===== config.mk =====
export PLATFORM = sky130hd
export DESIGN_NAME = coprocessor_dma_control_registers
export DESIGN_NICKNAME = d
export VERILOG_FILES = /design/src/rtl/cdcr_pkg.sv /design/src/rtl/cdcr_in_stage.sv /design/src/rtl/cdcr_dma_calc.sv /design/src/rtl/cdcr_core.sv /design/src/rtl/coprocessor_dma_control_registers.sv
export VERILOG_INCLUDE_DIRS = /design/src /design/src/rtl
export SDC_FILE = /design/constraint.sdc
export NUM_CORES = 1
export LEC_CHECK = 0
export BUFFER_PORTS_ARGS = -buffer_cell sky130_fd_sc_hd__buf_2
export CAP_MARGIN = 20
export CORE_AREA = 2 2 213 215
export CTS_BUF_LIST = sky130_fd_sc_hd__clkbuf_8 sky130_fd_sc_hd__clkbuf_16
export DETAILED_ROUTE_END_ITERATION = 6
export DIE_AREA = 0 0 215 217
export MAX_ROUTING_LAYER = met4
export PLACE_DENSITY = 0.72
export REMOVE_ABC_BUFFERS = 1
export SYNTH_ARGS = -nofsm -noshare
export SYNTH_HDL_FRONTEND = slang
export SYNTH_SLANG_ARGS = --single-unit

===== constraint.sdc =====
create_clock -name aclk -period 16.3 [get_ports aclk]
set_clock_uncertainty 0.1 [all_clocks]
set_input_delay 0 -clock aclk [delete_from_list [all_inputs] [get_ports aclk]]
set_output_delay 0 -clock aclk [all_outputs]
set_load 0.005 [all_outputs]

===== src/rtl/coprocessor_dma_control_registers_macros.svh =====
// Assertion macros shared by the coprocessor DMA register block.
`ifndef COPROCESSOR_DMA_CONTROL_REGISTERS_MACROS_SVH
`define COPROCESSOR_DMA_CONTROL_REGISTERS_MACROS_SVH

// Same-cycle implication, disabled while reset is low
`define CDCR_ASSERT_IMP(label, clk, rstn, ante, cons, msg) \
    label: assert property (@(posedge clk) disable iff (!(rstn)) (ante) |-> (cons)) \
        else $error(msg);

// Next-cycle implication, disabled while reset is low
`define CDCR_ASSERT_NXT(label, clk, rstn, ante, cons, msg) \
    label: assert property (@(posedge clk) disable iff (!(rstn)) (ante) |=> (cons)) \
        else $error(msg);

`endif


===== src/rtl/cdcr_pkg.sv =====
// Shared types and constants of the coprocessor DMA register block.
`default_nettype none

package cdcr_pkg;

    localparam int ADDR_W     = 26;
    localparam int LEN_W      = 32;
    localparam int STATUS_W   = 15;
    localparam int PC_W       = 12;
    localparam int MEM_W      = 24;
    localparam int ROWB_W     = 13;
    localparam int ROWS_W     = 9;
    localparam int SKIP_W     = 12;
    localparam int COPY_W     = 13;
    localparam int TOTAL_W    = ROWB_W + ROWS_W;

    localparam logic [LEN_W-1:0]    LEN_MASK        = 32'hFF8F_FFFF;
    localparam logic [LEN_W-1:0]    SKIP_KEEP       = 32'hFF80_0000;
    localparam logic [LEN_W-1:0]    LEN_IDLE        = 32'h0000_0FF8;
    localparam logic [MEM_W-1:0]    MEM_BYTES_RESET = 24'd8388608;
    localparam logic [STATUS_W-1:0] STATUS_RESET    = 15'h0001;

    // status bit positions
    localparam int ST_HALT     = 0;
    localparam int ST_BROKE    = 1;
    localparam int ST_BUSY     = 2;
    localparam int ST_FULL     = 3;
    localparam int ST_INTBREAK = 6;
    localparam int ST_SIG0     = 7;

    typedef enum logic [1:0] {
        OP_READ   = 2'd0,
        OP_WRITE  = 2'd1,
        OP_FINISH = 2'd2
    } op_t;

    typedef enum logic [2:0] {
        REG_SPADDR  = 3'd0,
        REG_RAMADDR = 3'd1,
        REG_RDLEN   = 3'd2,
        REG_WRLEN   = 3'd3,
        REG_STATUS  = 3'd4,
        REG_FULL    = 3'd5,
        REG_BUSY    = 3'd6,
        REG_SEM     = 3'd7
    } reg_idx_t;

    // one bus access or event word
    typedef struct packed {
        op_t             op;
        logic            is_pc_access;
        reg_idx_t        reg_index;
        logic [31:0]     write_word;
    } item_t;

    // decoded DMA length and clipped byte count
    typedef struct packed {
        logic [ROWB_W-1:0] row_bytes;
        logic [ROWS_W-1:0] rows;
        logic [SKIP_W-1:0] skip;
        logic [COPY_W-1:0] copy_bytes;
    } dma_cmd_t;

    // result word, last field in the lowest bits
    typedef struct packed {
        logic [COPY_W-1:0] dma_copy_bytes;
        logic [SKIP_W-1:0] dma_skip;
        logic [ROWS_W-1:0] dma_rows;
        logic [ROWB_W-1:0] dma_row_bytes;
        logic [ADDR_W-1:0] dma_local_addr;
        logic [ADDR_W-1:0] dma_main_addr;
        logic              dma_to_main;
        logic              dma_start;
        logic              single_step;
        logic              clear_interrupt;
        logic              raise_interrupt;
        logic [31:0]       read_word;
    } result_t;

endpackage

`default_nettype wire


===== src/rtl/cdcr_in_stage.sv =====
// Input register with the local-address quotient estimate.
`default_nettype none

module cdcr_in_stage #(
    parameter int LOCAL_MEM_BYTES = 4096
) (
    input  wire logic                 aclk,
    input  wire logic                 aresetn,
    input  wire logic                 s_tvalid,
    output logic                      s_tready,
    input  wire logic [31:0]          s_tdata,   // write_word
    input  wire logic [5:0]           s_tuser,   // op[1:0], is_pc_access[2], reg_index[5:3]
    input  wire logic                 take,
    output logic                      item_valid,
    output cdcr_pkg::item_t           item,
    output logic [cdcr_pkg::ADDR_W-$clog2(LOCAL_MEM_BYTES)+1:0] q_est
);

    localparam int AW = cdcr_pkg::ADDR_W;
    localparam int QW = AW - $clog2(LOCAL_MEM_BYTES) + 2;
    localparam logic [QW-1:0] RECIP = QW'((64'd1 << AW) / LOCAL_MEM_BYTES);

    logic                 valid_reg;
    cdcr_pkg::item_t      item_reg;
    logic [QW-1:0]        q_reg;
    logic [AW-1:0]        s_addr;
    logic [AW+QW-1:0]     q_full;

    assign s_tready   = !valid_reg || take;
    assign item_valid = valid_reg;
    assign item       = item_reg;
    assign q_est      = q_reg;

    // floor(addr / LOCAL_MEM_BYTES), low by at most one
    assign s_addr = {s_tdata[AW-1:3], 3'b000};
    assign q_full = {{QW{1'b0}}, s_addr} * {{AW{1'b0}}, RECIP};

    // word occupancy
    always_ff @(posedge aclk) begin
        if (!aresetn) begin
            valid_reg <= 1'b0;
        end else if (s_tready) begin
            valid_reg <= s_tvalid;
        end
    end

    // payload capture
    always_ff @(posedge aclk) begin
        if (s_tvalid && s_tready) begin
            item_reg.op           <= cdcr_pkg::op_t'(s_tuser[1:0]);
            item_reg.is_pc_access <= s_tuser[2];
            item_reg.reg_index    <= cdcr_pkg::reg_idx_t'(s_tuser[5:3]);
            item_reg.write_word   <= s_tdata;
            q_reg                 <= q_full[AW+QW-1:AW];
        end
    end

endmodule

`default_nettype wire


===== src/rtl/cdcr_dma_calc.sv =====
// DMA length decode and byte count clipping to both memory ends.
`default_nettype none

module cdcr_dma_calc #(
    parameter int LOCAL_MEM_BYTES = 4096
) (
    input  wire logic [cdcr_pkg::LEN_W-1:0]              len,
    input  wire logic [cdcr_pkg::ADDR_W-1:0]             main_addr,
    input  wire logic [$clog2(LOCAL_MEM_BYTES):0]        local_rem,
    input  wire logic [cdcr_pkg::MEM_W-1:0]              mem_bytes,
    output cdcr_pkg::dma_cmd_t                           cmd
);

    localparam int LW = $clog2(LOCAL_MEM_BYTES) + 1;
    localparam int MW = cdcr_pkg::MEM_W;
    localparam logic [LW-1:0] LOC_BYTES = LW'(LOCAL_MEM_BYTES);

    logic [cdcr_pkg::ROWB_W-1:0]  row_bytes;
    logic [cdcr_pkg::ROWS_W-1:0]  rows;
    logic [cdcr_pkg::TOTAL_W-1:0] total;
    logic [MW-1:0]                to_main;
    logic [LW-1:0]                to_local;
    logic [MW-1:0]                clip_a;
    logic [MW-1:0]                clip_b;

    // row geometry
    assign row_bytes = {1'b0, len[11:3], 3'b000} + cdcr_pkg::ROWB_W'(8);
    assign rows      = {1'b0, len[19:12]} + cdcr_pkg::ROWS_W'(1);
    assign total     = rows * row_bytes;

    // bytes left before each memory end
    assign to_main  = ({2'b00, mem_bytes} > main_addr) ? (mem_bytes - main_addr[MW-1:0])
                                                       : '0;
    assign to_local = LOC_BYTES - local_rem;

    // smallest of the three
    assign clip_a = (MW'(total) > to_main) ? to_main : MW'(total);
    assign clip_b = (clip_a > MW'(to_local)) ? MW'(to_local) : clip_a;

    assign cmd.row_bytes  = row_bytes;
    assign cmd.rows       = rows;
    assign cmd.skip       = len[31:20];
    assign cmd.copy_bytes = clip_b[cdcr_pkg::COPY_W-1:0];

endmodule

`default_nettype wire


===== src/rtl/cdcr_core.sv =====
// Register state, access decode, DMA launch control and result register.
`default_nettype none
`include "coprocessor_dma_control_registers_macros.svh"

module cdcr_core #(
    parameter int LOCAL_MEM_BYTES = 4096
) (
    input  wire logic                        aclk,
    input  wire logic                        aresetn,
    input  wire logic                        cfg_wr_en,
    input  wire logic [cdcr_pkg::MEM_W-1:0]  cfg_wr_data,
    input  wire logic                        advance,
    input  wire cdcr_pkg::item_t             item,
    input  wire logic [cdcr_pkg::ADDR_W-$clog2(LOCAL_MEM_BYTES)+1:0] q_est,
    input  wire logic                        m_tready,
    output logic                             m_valid,
    output cdcr_pkg::result_t                result
);

    localparam int AW = cdcr_pkg::ADDR_W;
    localparam int QW = AW - $clog2(LOCAL_MEM_BYTES) + 2;
    localparam int LW = $clog2(LOCAL_MEM_BYTES) + 1;
    localparam int SW = cdcr_pkg::STATUS_W;
    localparam logic [AW-1:0] LOC_BYTES = AW'(LOCAL_MEM_BYTES);

    // architectural state
    logic [cdcr_pkg::PC_W-1:0]   pc_reg, pc_next;
    logic [AW-1:0]               local_reg, local_next;
    logic [LW-1:0]               local_rem_reg, local_rem_next;
    logic [AW-1:0]               main_reg, main_next;
    logic [31:0]                 rl_reg, rl_next;
    logic [31:0]                 wl_reg, wl_next;
    logic [SW-1:0]               status_reg, status_next;
    logic [31:0]                 sem_reg, sem_next;
    logic                        active_reg, active_next;
    logic                        adir_reg, adir_next;
    logic                        pending_reg, pending_next;
    logic                        pdir_reg, pdir_next;
    logic [31:0]                 blen_reg [2];
    logic [31:0]                 blen_next [2];
    logic                        step_reg, step_next;
    logic [cdcr_pkg::MEM_W-1:0]  mem_bytes_reg;

    logic                        m_valid_reg;
    cdcr_pkg::result_t           res_reg, res_next;

    // launch request to the calculator
    logic                        start;
    logic                        start_dir;
    logic [31:0]                 start_len;
    cdcr_pkg::dma_cmd_t          cmd;

    // helpers
    logic [31:0]                 w;
    logic [31:0]                 wr_len_v;
    logic                        wr_dir;
    logic [31:0]                 act_len;
    logic [31:0]                 rd_len;
    logic [31:0]                 fin_idle_len;
    logic [AW-1:0]               wr_addr;
    logic [AW-1:0]               q_prod;
    logic [AW-1:0]               rem0;
    logic [AW-1:0]               rem1;

    assign w            = item.write_word;
    assign wr_len_v     = w & cdcr_pkg::LEN_MASK;
    assign wr_dir       = (item.reg_index == cdcr_pkg::REG_WRLEN);
    assign act_len      = adir_reg ? wl_reg : rl_reg;
    assign rd_len       = active_reg ? act_len
                                     : ((item.reg_index == cdcr_pkg::REG_RDLEN) ? rl_reg
                                                                                : wl_reg);
    assign fin_idle_len = cdcr_pkg::LEN_IDLE | (act_len & cdcr_pkg::SKIP_KEEP);

    // local address modulo local memory size, one correction step
    assign wr_addr = {w[AW-1:3], 3'b000};
    assign q_prod  = AW'({{(AW-QW){1'b0}}, q_est} * LOC_BYTES);
    assign rem0    = wr_addr - q_prod;
    assign rem1    = (rem0 >= LOC_BYTES) ? (rem0 - LOC_BYTES) : rem0;

    cdcr_dma_calc #(
        .LOCAL_MEM_BYTES (LOCAL_MEM_BYTES)
    ) u_dma_calc (
        .len       (start_len),
        .main_addr (main_reg),
        .local_rem (local_rem_reg),
        .mem_bytes (mem_bytes_reg),
        .cmd       (cmd)
    );

    // next state and result for the word in the input register
    always_comb begin
        pc_next        = pc_reg;
        local_next     = local_reg;
        local_rem_next = local_rem_reg;
        main_next      = main_reg;
        rl_next        = rl_reg;
        wl_next        = wl_reg;
        status_next    = status_reg;
        sem_next       = sem_reg;
        active_next    = active_reg;
        adir_next      = adir_reg;
        pending_next   = pending_reg;
        pdir_next      = pdir_reg;
        blen_next[0]   = blen_reg[0];
        blen_next[1]   = blen_reg[1];
        step_next      = step_reg;
        res_next       = '0;
        start          = 1'b0;
        start_dir      = 1'b0;
        start_len      = '0;

        unique case (item.op)
            cdcr_pkg::OP_READ: begin
                if (item.is_pc_access) begin
                    res_next.read_word = {{(32-cdcr_pkg::PC_W){1'b0}}, pc_reg};
                end else begin
                    unique case (item.reg_index)
                        cdcr_pkg::REG_SPADDR:  res_next.read_word = {{(32-AW){1'b0}}, local_reg};
                        cdcr_pkg::REG_RAMADDR: res_next.read_word = {{(32-AW){1'b0}}, main_reg};
                        cdcr_pkg::REG_RDLEN,
                        cdcr_pkg::REG_WRLEN:   res_next.read_word = {rd_len[31:3], 3'b000};
                        cdcr_pkg::REG_STATUS:  res_next.read_word = {{(32-SW){1'b0}}, status_reg};
                        cdcr_pkg::REG_FULL: begin
                            res_next.read_word = {31'b0, status_reg[cdcr_pkg::ST_FULL]};
                        end
                        cdcr_pkg::REG_BUSY: begin
                            res_next.read_word = {31'b0, status_reg[cdcr_pkg::ST_BUSY]};
                        end
                        cdcr_pkg::REG_SEM: begin
                            res_next.read_word = sem_reg;
                            sem_next           = sem_reg | 32'd1;
                        end
                        default: ;
                    endcase
                end
            end
            cdcr_pkg::OP_WRITE: begin
                if (item.is_pc_access) begin
                    pc_next = {w[cdcr_pkg::PC_W-1:2], 2'b00};
                end else begin
                    unique case (item.reg_index)
                        cdcr_pkg::REG_SPADDR: begin
                            local_next     = wr_addr;
                            local_rem_next = rem1[LW-1:0];
                        end
                        cdcr_pkg::REG_RAMADDR: main_next = wr_addr;
                        cdcr_pkg::REG_RDLEN,
                        cdcr_pkg::REG_WRLEN: begin
                            if (active_reg) begin
                                // queue behind the running transfer
                                blen_next[wr_dir]              = wr_len_v;
                                pending_next                   = 1'b1;
                                pdir_next                      = wr_dir;
                                status_next[cdcr_pkg::ST_FULL] = 1'b1;
                            end else begin
                                if (wr_dir) begin
                                    wl_next = wr_len_v;
                                end else begin
                                    rl_next = wr_len_v;
                                end
                                start     = 1'b1;
                                start_dir = wr_dir;
                                start_len = wr_len_v;
                            end
                        end
                        cdcr_pkg::REG_STATUS: begin
                            // set/clear pairs, a pair with both or neither bit is a no-op
                            if (w[0] && !w[1]) status_next[cdcr_pkg::ST_HALT] = 1'b0;
                            else if (!w[0] && w[1]) status_next[cdcr_pkg::ST_HALT] = 1'b1;
                            if (w[2]) status_next[cdcr_pkg::ST_BROKE] = 1'b0;
                            res_next.clear_interrupt = w[3] && !w[4];
                            res_next.raise_interrupt = !w[3] && w[4];
                            if (w[5] && !w[6]) step_next = 1'b0;
                            else if (!w[5] && w[6]) step_next = 1'b1;
                            if (w[7] && !w[8]) status_next[cdcr_pkg::ST_INTBREAK] = 1'b0;
                            else if (!w[7] && w[8]) status_next[cdcr_pkg::ST_INTBREAK] = 1'b1;
                            for (int i = 0; i < 8; i++) begin
                                if (w[9+2*i] && !w[10+2*i]) begin
                                    status_next[cdcr_pkg::ST_SIG0+i] = 1'b0;
                                end else if (!w[9+2*i] && w[10+2*i]) begin
                                    status_next[cdcr_pkg::ST_SIG0+i] = 1'b1;
                                end
                            end
                        end
                        cdcr_pkg::REG_SEM: sem_next = w;
                        default: ;
                    endcase
                end
            end
            cdcr_pkg::OP_FINISH: begin
                if (active_reg) begin
                    if (pending_reg) begin
                        // hand over to the queued transfer in its own direction
                        pending_next                   = 1'b0;
                        status_next[cdcr_pkg::ST_FULL] = 1'b0;
                        rl_next                        = blen_reg[pdir_reg];
                        wl_next                        = blen_reg[pdir_reg];
                        start                          = 1'b1;
                        start_dir                      = pdir_reg;
                        start_len                      = blen_reg[pdir_reg];
                    end else begin
                        active_next                    = 1'b0;
                        status_next[cdcr_pkg::ST_BUSY] = 1'b0;
                        rl_next                        = fin_idle_len;
                        wl_next                        = fin_idle_len;
                    end
                end
            end
            default: ;
        endcase

        // DMA launch
        if (start) begin
            active_next                    = 1'b1;
            adir_next                      = start_dir;
            status_next[cdcr_pkg::ST_BUSY] = 1'b1;
            res_next.dma_start             = 1'b1;
            res_next.dma_to_main           = start_dir;
            res_next.dma_main_addr         = main_reg;
            res_next.dma_local_addr        = local_reg;
            res_next.dma_row_bytes         = cmd.row_bytes;
            res_next.dma_rows              = cmd.rows;
            res_next.dma_skip              = cmd.skip;
            res_next.dma_copy_bytes        = cmd.copy_bytes;
        end

        res_next.single_step = step_next;
    end

    // control state
    always_ff @(posedge aclk) begin
        if (!aresetn) begin
            pc_reg        <= '0;
            local_reg     <= '0;
            local_rem_reg <= '0;
            main_reg      <= '0;
            rl_reg        <= '0;
            wl_reg        <= '0;
            status_reg    <= cdcr_pkg::STATUS_RESET;
            sem_reg       <= '0;
            active_reg    <= 1'b0;
            adir_reg      <= 1'b0;
            pending_reg   <= 1'b0;
            pdir_reg      <= 1'b0;
            blen_reg[0]   <= '0;
            blen_reg[1]   <= '0;
            step_reg      <= 1'b0;
        end else if (advance) begin
            pc_reg        <= pc_next;
            local_reg     <= local_next;
            local_rem_reg <= local_rem_next;
            main_reg      <= main_next;
            rl_reg        <= rl_next;
            wl_reg        <= wl_next;
            status_reg    <= status_next;
            sem_reg       <= sem_next;
            active_reg    <= active_next;
            adir_reg      <= adir_next;
            pending_reg   <= pending_next;
            pdir_reg      <= pdir_next;
            blen_reg[0]   <= blen_next[0];
            blen_reg[1]   <= blen_next[1];
            step_reg      <= step_next;
        end
    end

    // memory size register
    always_ff @(posedge aclk) begin
        if (!aresetn) begin
            mem_bytes_reg <= cdcr_pkg::MEM_BYTES_RESET;
        end else if (cfg_wr_en) begin
            mem_bytes_reg <= cfg_wr_data;
        end
    end

    // result word occupancy
    always_ff @(posedge aclk) begin
        if (!aresetn) begin
            m_valid_reg <= 1'b0;
        end else if (advance) begin
            m_valid_reg <= 1'b1;
        end else if (m_tready) begin
            m_valid_reg <= 1'b0;
        end
    end

    // result payload
    always_ff @(posedge aclk) begin
        if (advance) begin
            res_reg <= res_next;
        end
    end

    assign m_valid = m_valid_reg;
    assign result  = res_reg;

    // checks
    `CDCR_ASSERT_IMP(a_pending_needs_active, aclk, aresetn, pending_reg, active_reg,
        "pending DMA without an active one")
    `CDCR_ASSERT_IMP(a_flags_track_state, aclk, aresetn, 1'b1,
        (status_reg[cdcr_pkg::ST_BUSY] == active_reg) &&
        (status_reg[cdcr_pkg::ST_FULL] == pending_reg),
        "busy/full status bits out of step with transfer state")
    `CDCR_ASSERT_IMP(a_start_marks_active, aclk, aresetn, m_valid_reg && res_reg.dma_start,
        active_reg, "DMA start result while no transfer is active")
    `CDCR_ASSERT_NXT(a_sem_read_sets, aclk, aresetn,
        advance && (item.op == cdcr_pkg::OP_READ) && !item.is_pc_access &&
        (item.reg_index == cdcr_pkg::REG_SEM),
        sem_reg[0], "semaphore bit not set after read")

endmodule

`default_nettype wire


===== src/rtl/coprocessor_dma_control_registers.sv =====
// Top level of the coprocessor DMA register block.
`default_nettype none

// Register block of a coprocessor interface. Each input word is a register
// read, a register write (eight registers by index, or the program counter)
// or a DMA-finished event; each gives exactly one result word carrying read
// data, interrupt requests, the step flag and, when a DMA begins, its
// command with the byte count clipped to the ends of main and local memory.
// One word is taken every clock cycle unless the result register is held; a
// word passes the input register, then the result register, with all decode,
// the row-count multiply and the clipping compares done in one pass between
// them. The local-address modulo is split around the input register so its
// two multiplies never stand in the same path. No clearing pass after reset. The user
// writes the main memory size through cfg_wr_en/cfg_wr_data while idle; the block does not check.

module coprocessor_dma_control_registers #(
    parameter int LOCAL_MEM_BYTES = 4096
) (
    input  wire logic                        aclk,
    input  wire logic                        aresetn,
    input  wire logic                        cfg_wr_en,
    input  wire logic [cdcr_pkg::MEM_W-1:0]  cfg_wr_data,  // main_memory_bytes
    input  wire logic                        s_tvalid,
    output logic                             s_tready,
    input  wire logic [31:0]                 s_tdata,      // write_word
    input  wire logic [5:0]                  s_tuser,      // op[1:0], is_pc_access[2], reg_index[5:3]
    output logic                             m_tvalid,
    input  wire logic                        m_tready,
    // read_word[31:0], raise_interrupt[32], clear_interrupt[33], single_step[34],
    // dma_start[35], dma_to_main[36], dma_main_addr[62:37], dma_local_addr[88:63],
    // dma_row_bytes[101:89], dma_rows[110:102], dma_skip[122:111],
    // dma_copy_bytes[135:123]
    output logic [135:0]                     m_tdata
);

    localparam int QW = cdcr_pkg::ADDR_W - $clog2(LOCAL_MEM_BYTES) + 2;

    logic               item_valid;
    cdcr_pkg::item_t    item;
    logic [QW-1:0]      q_est;
    logic               advance;
    cdcr_pkg::result_t  result;

    // a word moves on when the result slot is free or being emptied
    assign advance = item_valid && (!m_tvalid || m_tready);

    cdcr_in_stage #(
        .LOCAL_MEM_BYTES (LOCAL_MEM_BYTES)
    ) u_in_stage (
        .aclk       (aclk),
        .aresetn    (aresetn),
        .s_tvalid   (s_tvalid),
        .s_tready   (s_tready),
        .s_tdata    (s_tdata),
        .s_tuser    (s_tuser),
        .take       (advance),
        .item_valid (item_valid),
        .item       (item),
        .q_est      (q_est)
    );

    cdcr_core #(
        .LOCAL_MEM_BYTES (LOCAL_MEM_BYTES)
    ) u_core (
        .aclk        (aclk),
        .aresetn     (aresetn),
        .cfg_wr_en   (cfg_wr_en),
        .cfg_wr_data (cfg_wr_data),
        .advance     (advance),
        .item        (item),
        .q_est       (q_est),
        .m_tready    (m_tready),
        .m_valid     (m_tvalid),
        .result      (result)
    );

    assign m_tdata = result;

endmodule

`default_nettype wire

# Yosys cells after proc, flatten, opt, wreduce, memory -nomap -nowiden
# Memories as Yosys holds them, arrays and structs flattened. A register that Yosys moved wholly into a read port is not among the register bits.
# Index checks and enable logic that the tools add are counted.
# word_totals
reg_bits,390
ramBits,64
in_bits,67
out_inout_bits,138
memories,1
# memory_table
name,words,width,rd,rd_clocked_by_memory_dff,wr,line_no,text
u_core.blen_reg,2,32,3,1,2,cdcr_core.sv:39,logic [31:0] blen_reg [2];
# classes
n_addsub,6
multipliers,1
n_lt_le_gt_ge,6
n_eq_ne,21
muxes,100
bitwise,7
n_reduce_logical,98
# op_table
operator,n
32-bit 2-to-1 mux,24
64-bit 2-to-1 mux,4
32-bit case mux with 2 select lines,4
32-bit case mux with 7 select lines,1
64-bit bitwise mux,1
5-bit AND reduction,12
1-bit 2-to-1 mux,55
24-bit 2-to-1 mux,2
32-bit demux with 1-bit select,1
2-bit nonzero test,15
1-bit logical AND,27
26-bit by 13-bit >= comparator with 1-bit output (second input constant),1
24-bit by 26-bit > comparator with 1-bit output,1
1-bit zero test,26
13-bit 2-to-1 mux,2
26-bit subtractor,1
22-bit by 24-bit > comparator with 1-bit output,1
24-bit by 13-bit > comparator with 1-bit output,1
24-bit subtractor,1
9-bit by 13-bit multiplier with 22-bit output,1
7-bit AND reduction,3
2-bit inequality test (second input constant),7
12-bit by 4-bit adder with 13-bit output (second input constant),1
13-bit subtractor (first input constant),1
25 further kinds,46

# Depth between registers and ports, before layout
# depth
ltp_word,12
depth_mapped,56
ltp_nobuf,52

# Modules after synthesis
# Synthesis repeated with hierarchy kept, for this count alone.
# hier_totals
hier_cells,2779
hier_area_um2,25248.0
# by_module_without_submodules
mod,instances,cells_per_inst,area_per_inst_um2,seq_area_each_um2
cdcr_core,1,1877,17753.3,9629.2
cdcr_dma_calc,1,840,6160.9,0.0
cdcr_in_stage,1,60,1322.5,1161.1
coprocessor_dma_control_registers,1,2,11.3,0.0

# Least setup slack after synthesis
# Ideal clock, no wire load.
# synth_path
kind,register to register
start,"reg u_in_stage.item_reg, in the netlist u_in_stage.item[36]"
end,"reg u_core.res_reg, in the netlist u_core.result[129], data pin"
setup_time_ns,0.180
arrival_ns,10.091
path_slack_ns,5.930
path_stages_with_launch,47
n_path_buf,4
synth_period_minus_slack_ns,10.370
cell_sequence,edfxtp_1 > ha_1 > nand2b_4 > nor3_1 > and2_1 > buf_4 > a22oi_1 > inv_1 > ha_1 > nor2b_1 > nand2b_1 > xnor2_1 > inv_1 > and2_1 > fa_1 > fa_1 > fa_1 > inv_1 > [... 11 more ...] > a21o_1 > a221oi_1 > a211oi_2 > nand2b_1 > clkbuf_1 > o2bb2ai_1 > ha_1 > or3_1 > a221oi_1 > a211oi_1 > a211oi_1 > o2111ai_1 > nor3_2 > and3_1 > buf_4 > buf_4 > o211ai_1 > o41ai_2
# synth_between
elab_chain_len,8
elab_cells_between_ends,11
# synth_rtl
item,line_no,text
from (decl),cdcr_in_stage.sv:24,cdcr_pkg::item_t item_reg;
2-bit == test / 2-bit by 1-bit == test with 1-bit output (equally long branches),cdcr_core.sv:112,unique case (item.op)
32-bit case mux with 2 select lines,cdcr_core.sv:112,
12-bit by 4-bit adder with 13-bit output / 8-bit by 1-bit adder with 9-bit output (equally long branches),"cdcr_dma_calc.sv:27, cdcr_dma_calc.sv:28",
9-bit by 13-bit multiplier with 22-bit output,cdcr_dma_calc.sv:29,assign total = rows * row_bytes;
22-bit by 24-bit > comparator with 1-bit output,cdcr_dma_calc.sv:37,assign clip_a = (MW'(total) > to_main) ? to_main : MW'(total);
24-bit 2-to-1 mux,cdcr_dma_calc.sv:37,
24-bit by 13-bit > comparator with 1-bit output,cdcr_dma_calc.sv:38,assign clip_b = (clip_a > MW'(to_local)) ? MW'(to_local) : clip_a;
13-bit 2-to-1 mux,cdcr_dma_calc.sv:38,
to (signal assigned),cdcr_core.sv:290,res_reg <= res_next;
to (decl),cdcr_core.sv:45,"cdcr_pkg::result_t res_reg, res_next;"
# Parallel ways exist; a longest one is shown, timed or not.
# A chain may end at the register's enable or synchronous reset.

# Worst setup path after layout
# layout_path
start,"reg u_in_stage.item_reg, in the netlist u_in_stage.item[34]"
end,"reg u_core.res_reg, in the netlist u_core.result[125], data pin"
# layout_between
elab_chain_len,11
elab_cells_between_ends,16
# layout_rtl
item,line_no,text
3-bit by 2-bit == test with 1-bit output,cdcr_core.sv:141,unique case (item.reg_index)
2-bit OR reduction (*),cdcr_core.sv:141,
32-bit 2-to-1 mux,cdcr_core.sv:141,
32-bit 2-to-1 mux,cdcr_core.sv:138,if (item.is_pc_access) begin
32-bit case mux with 2 select lines,cdcr_core.sv:112,
12-bit by 4-bit adder with 13-bit output / 8-bit by 1-bit adder with 9-bit output (equally long branches),"cdcr_dma_calc.sv:27, cdcr_dma_calc.sv:28",
9-bit by 13-bit multiplier with 22-bit output,cdcr_dma_calc.sv:29,
22-bit by 24-bit > comparator with 1-bit output,cdcr_dma_calc.sv:37,
24-bit 2-to-1 mux,cdcr_dma_calc.sv:37,
24-bit by 13-bit > comparator with 1-bit output,cdcr_dma_calc.sv:38,
13-bit 2-to-1 mux,cdcr_dma_calc.sv:38,
# Every way passes the cells marked *; elsewhere a longest branch is shown, timed or not.

==> flow_metrics.env <==
export IMPL_grt_first_pass_wirelength_mm=108
export IMPL_gp_congestion=0.954
export IMPL_vias_per_cell=5.76
export IMPL_start_util_pct=52.1
export IMPL_fin_crit_ns=13.57
export IMPL_rsz0062_at_grt="no"
export IMPL_drc=0
export IMPL_largest_reg_flops=127
export IMPL_drt_pass1_iter_count=6
export IMPL_hold_ws_ns=0.0273
export IMPL_ys_dominant_reg_cell="edfxtp_1"
export IMPL_drive_above_1_share_pct=13.1
export IMPL_grt_pass1_vias=18682
export IMPL_portBuffers=195
export IMPL_critPathArrivalTime_ns=13.85
export IMPL_dieArea_um2=46700
export IMPL_ios=205
export IMPL_core_area_um2=44700
export IMPL_cp_slowest_cell="a22oi_1"
export IMPL_grt_ovfl_total=0
export IMPL_r2r_setup_slack_ns=2.73
export IMPL_wl_per_cell_um=21.0
export IMPL_fin_tns_setup_ns=0
export IMPL_crit_start="u_in_stage.item[34]"
export IMPL_min_path_type="input port to register"
export IMPL_antenna_found_initial=1
export IMPL_reg2reg_to="u_core.result[125]"
export IMPL_worstPathRequired_ns=16.58
export IMPL_hold_violations=0
export IMPL_max_freq_mhz=73.7
export IMPL_crit_type="register to register"
export IMPL_ctsResizeCount=0
export IMPL_seqCellArea_um2=10500
export IMPL_cts_tree="done"
export IMPL_fp_row_count=78
export IMPL_clk_latency_ns=0.59
export IMPL_use_met2_pct=48.8
export IMPL_synthToLayoutAreaGrowth_pct=17.2
export IMPL_min_period_over_period_pct=83.2
export IMPL_relSlewSlack_pct=22.2
export IMPL_track_usage_pct=30.6
export IMPL_post_cts_buffers=0
export IMPL_htree_levels=2
export IMPL_multi_input_area_um2=11600
export IMPL_die_w_um=215
export IMPL_grt_busiest_layer="met2"
export IMPL_cp_slowest_stage_delay_ns=0.92
export IMPL_ys_seq_area_share_pct=45.1
export IMPL_place_hpwl_mm=48.3
export IMPL_setup_viol=0
export IMPL_vdd_drop_max_mv=0.0687
export IMPL_use_met1_pct=39.8
export IMPL_finalWirelength_mm=69.9
export IMPL_grt_met3_usage_pct=3.84
export IMPL_cts_sinks=413
export IMPL_tightest_slew_ns=1.17
export IMPL_synthCells=2466
export IMPL_cts_inserted_buffers=43
export IMPL_ys_ff_latch=413
export IMPL_syn_area_per_cell_um2=9.45
export IMPL_p_leak_uw=0.0114
export IMPL_yosys_warnings=0
export IMPL_start_kind="register"
export IMPL_syn_area_um2=23300
export IMPL_path_clk_slew_ns=0.06
export IMPL_p_per_area_nw_per_um2=86.7
export IMPL_report_final_slew_viol_count=0
export IMPL_power_uw=2370
export IMPL_endpoint_kind="register"
export IMPL_cap_violations=0
export IMPL_cp_max_fo=54
export IMPL_async_flop_share_pct=0
export IMPL_die_height_um=217
export IMPL_critPathCapture="u_core.result[125]"
export IMPL_cts_buffer_depth=3
export IMPL_synth_distinct_cells=80
export IMPL_rr_worst_depth=45
export IMPL_via_count=19203
export IMPL_outcome="completed"
export IMPL_grt_max_degree=86
export IMPL_synth_edff_count=223
export IMPL_layout_nets=2930
export IMPL_rr_startpoint="u_in_stage.item[34]"
export IMPL_root_buffer="clkbuf_16"
export IMPL_fillers=3757
export IMPL_ant_nets=0
export IMPL_drt_iter0_drc=2013
worst min-delay path by stage:
stage	from	to	slack (ns)	cells after the start
floorplan	aresetn	u_core.mem_bytes_reg[23]	-0.04	1
finish	s_tdata[14]	u_in_stage.item[14]	0.03	2
detailed placement	s_tdata[21]	u_in_stage.item[21]	0.08	1
CTS	s_tdata[9]	u_in_stage.item[9]	0.0006	2
global placement	s_tdata[14]	u_in_stage.item[14]	0.08	1
global route	s_tdata[9]	u_in_stage.item[9]	0.02	2
logic make-up (layout without fill, tap and decap cells):
group           after synthesis  after routing  synth area share, %
simple gates                890            890                 16.9
compound gates              527            527                 15.1
flops                       413            413                 45.1
buf+inv                     313            574                 5.43
fa+ha+maj                   163            163                 10.6
mux                         110            110                 4.95
xor+xnor                     49             49                 1.91
other cells                   1             10               0.0161
per-stage QoR:
step / worst slack, ns / instances / area (um^2) / util [%]
after floorplan: 4.39 / 2312 / 22600 / -
after global placement: 3.30 / 3129 / 24600 / 55.0
after detailed placement: 2.93 / 3130 / 24600 / 55.0
after CTS: 2.83 / 3332 / 27200 / 60.9
after global routing: 1.72 / 3336 / 27300 / 61.1
final: 2.73 / 3336 / 27300 / 61.1
per-layer routing:
layer	vias to the layer above	wire length (um)
met5	-	0
met4	0	2750
met3	162	4790
met2	792	32700
met1	9272	29700
li1	8977	-
synth_stat cells, types with 28 or more instances:
cell,n,area share (%)
nand2_1,471,7.6
edfxtp_1,223,29
a21oi_1,212,4.6
dfxtp_1,190,16
nor2_1,185,3.0
inv_1,146,2.4
clkbuf_1,119,1.9
ha_1,105,5.6
mux2i_1,77,3.3
fa_1,58,5.0
o21ai_0,52,1.1
nor2b_1,46,1.2
and2_1,43,1.2
a21boi_0,41,1.3
a22oi_1,40,1.3
nand3_1,39,0.84
o211a_1,36,1.5
mux2_2,32,1.5
a211oi_1,28,0.90
critical path, delay by kind of cell, from the launching register on:
family | cells | cell delay [ns]
buffers and inverters | 8 | 1.75
AOI/OAI and AO/OA | 14 | 4.08
adders and majority gates | 8 | 3.23
and+or+nand+nor | 13 | 3.36
xor gates and xnor gates | 2 | 0.45
DFF | 1 | 0.32
report_power, final:
group          switching [uW]  leakage [uW]  total, uW  internal, uW
Sequential               26.3       0.00369       1150          1130
Clock                     425      0.000750        969           544
Combinational             145       0.00692        243          97.3
Total                     597        0.0114       2370          1770
cell type report:
class | instances | share of cell area [%]
sequential | 413 | 38.5
clock inverter | 26 | 0.569
inverter | 151 | 2.10
clock buffer | 54 | 4.58
tap | 600 | 2.75
timing repair buffer | 343 | 8.99
multi-input combinational | 1748 | 42.5
antenna | 1 | 0.00917
layout by cell type, fill, tap and decap left out, types with 32 or more instances in the layout:
cell type | Yosys | final
o21ai_0 | 52 | 50
mux2i_1 | 77 | 76
inv_1 | 146 | 161
a22oi_1 | 40 | 40
edfxtp_1 | 223 | 223
ha_1 | 105 | 105
nor2b_1 | 46 | 46
mux2_2 | 32 | 32
and2_1 | 43 | 42
buf_2 | 9 | 195
o211a_1 | 36 | 36
nor2_1 | 185 | 181
clkbuf_16 | 0 | 45
a21boi_0 | 41 | 41
dfxtp_1 | 190 | 190
fa_1 | 58 | 58
a21oi_1 | 212 | 212
nand3_1 | 39 | 38
dlygate4sd3_1 | 0 | 122
nand2_1 | 471 | 470
repair_timing:
item,CTS,global route
endpoints found under the hold margin,64,0
endpoints found under the setup margin,0,0
hold buffers,122,0
Power figures use the tool's default switching activity.
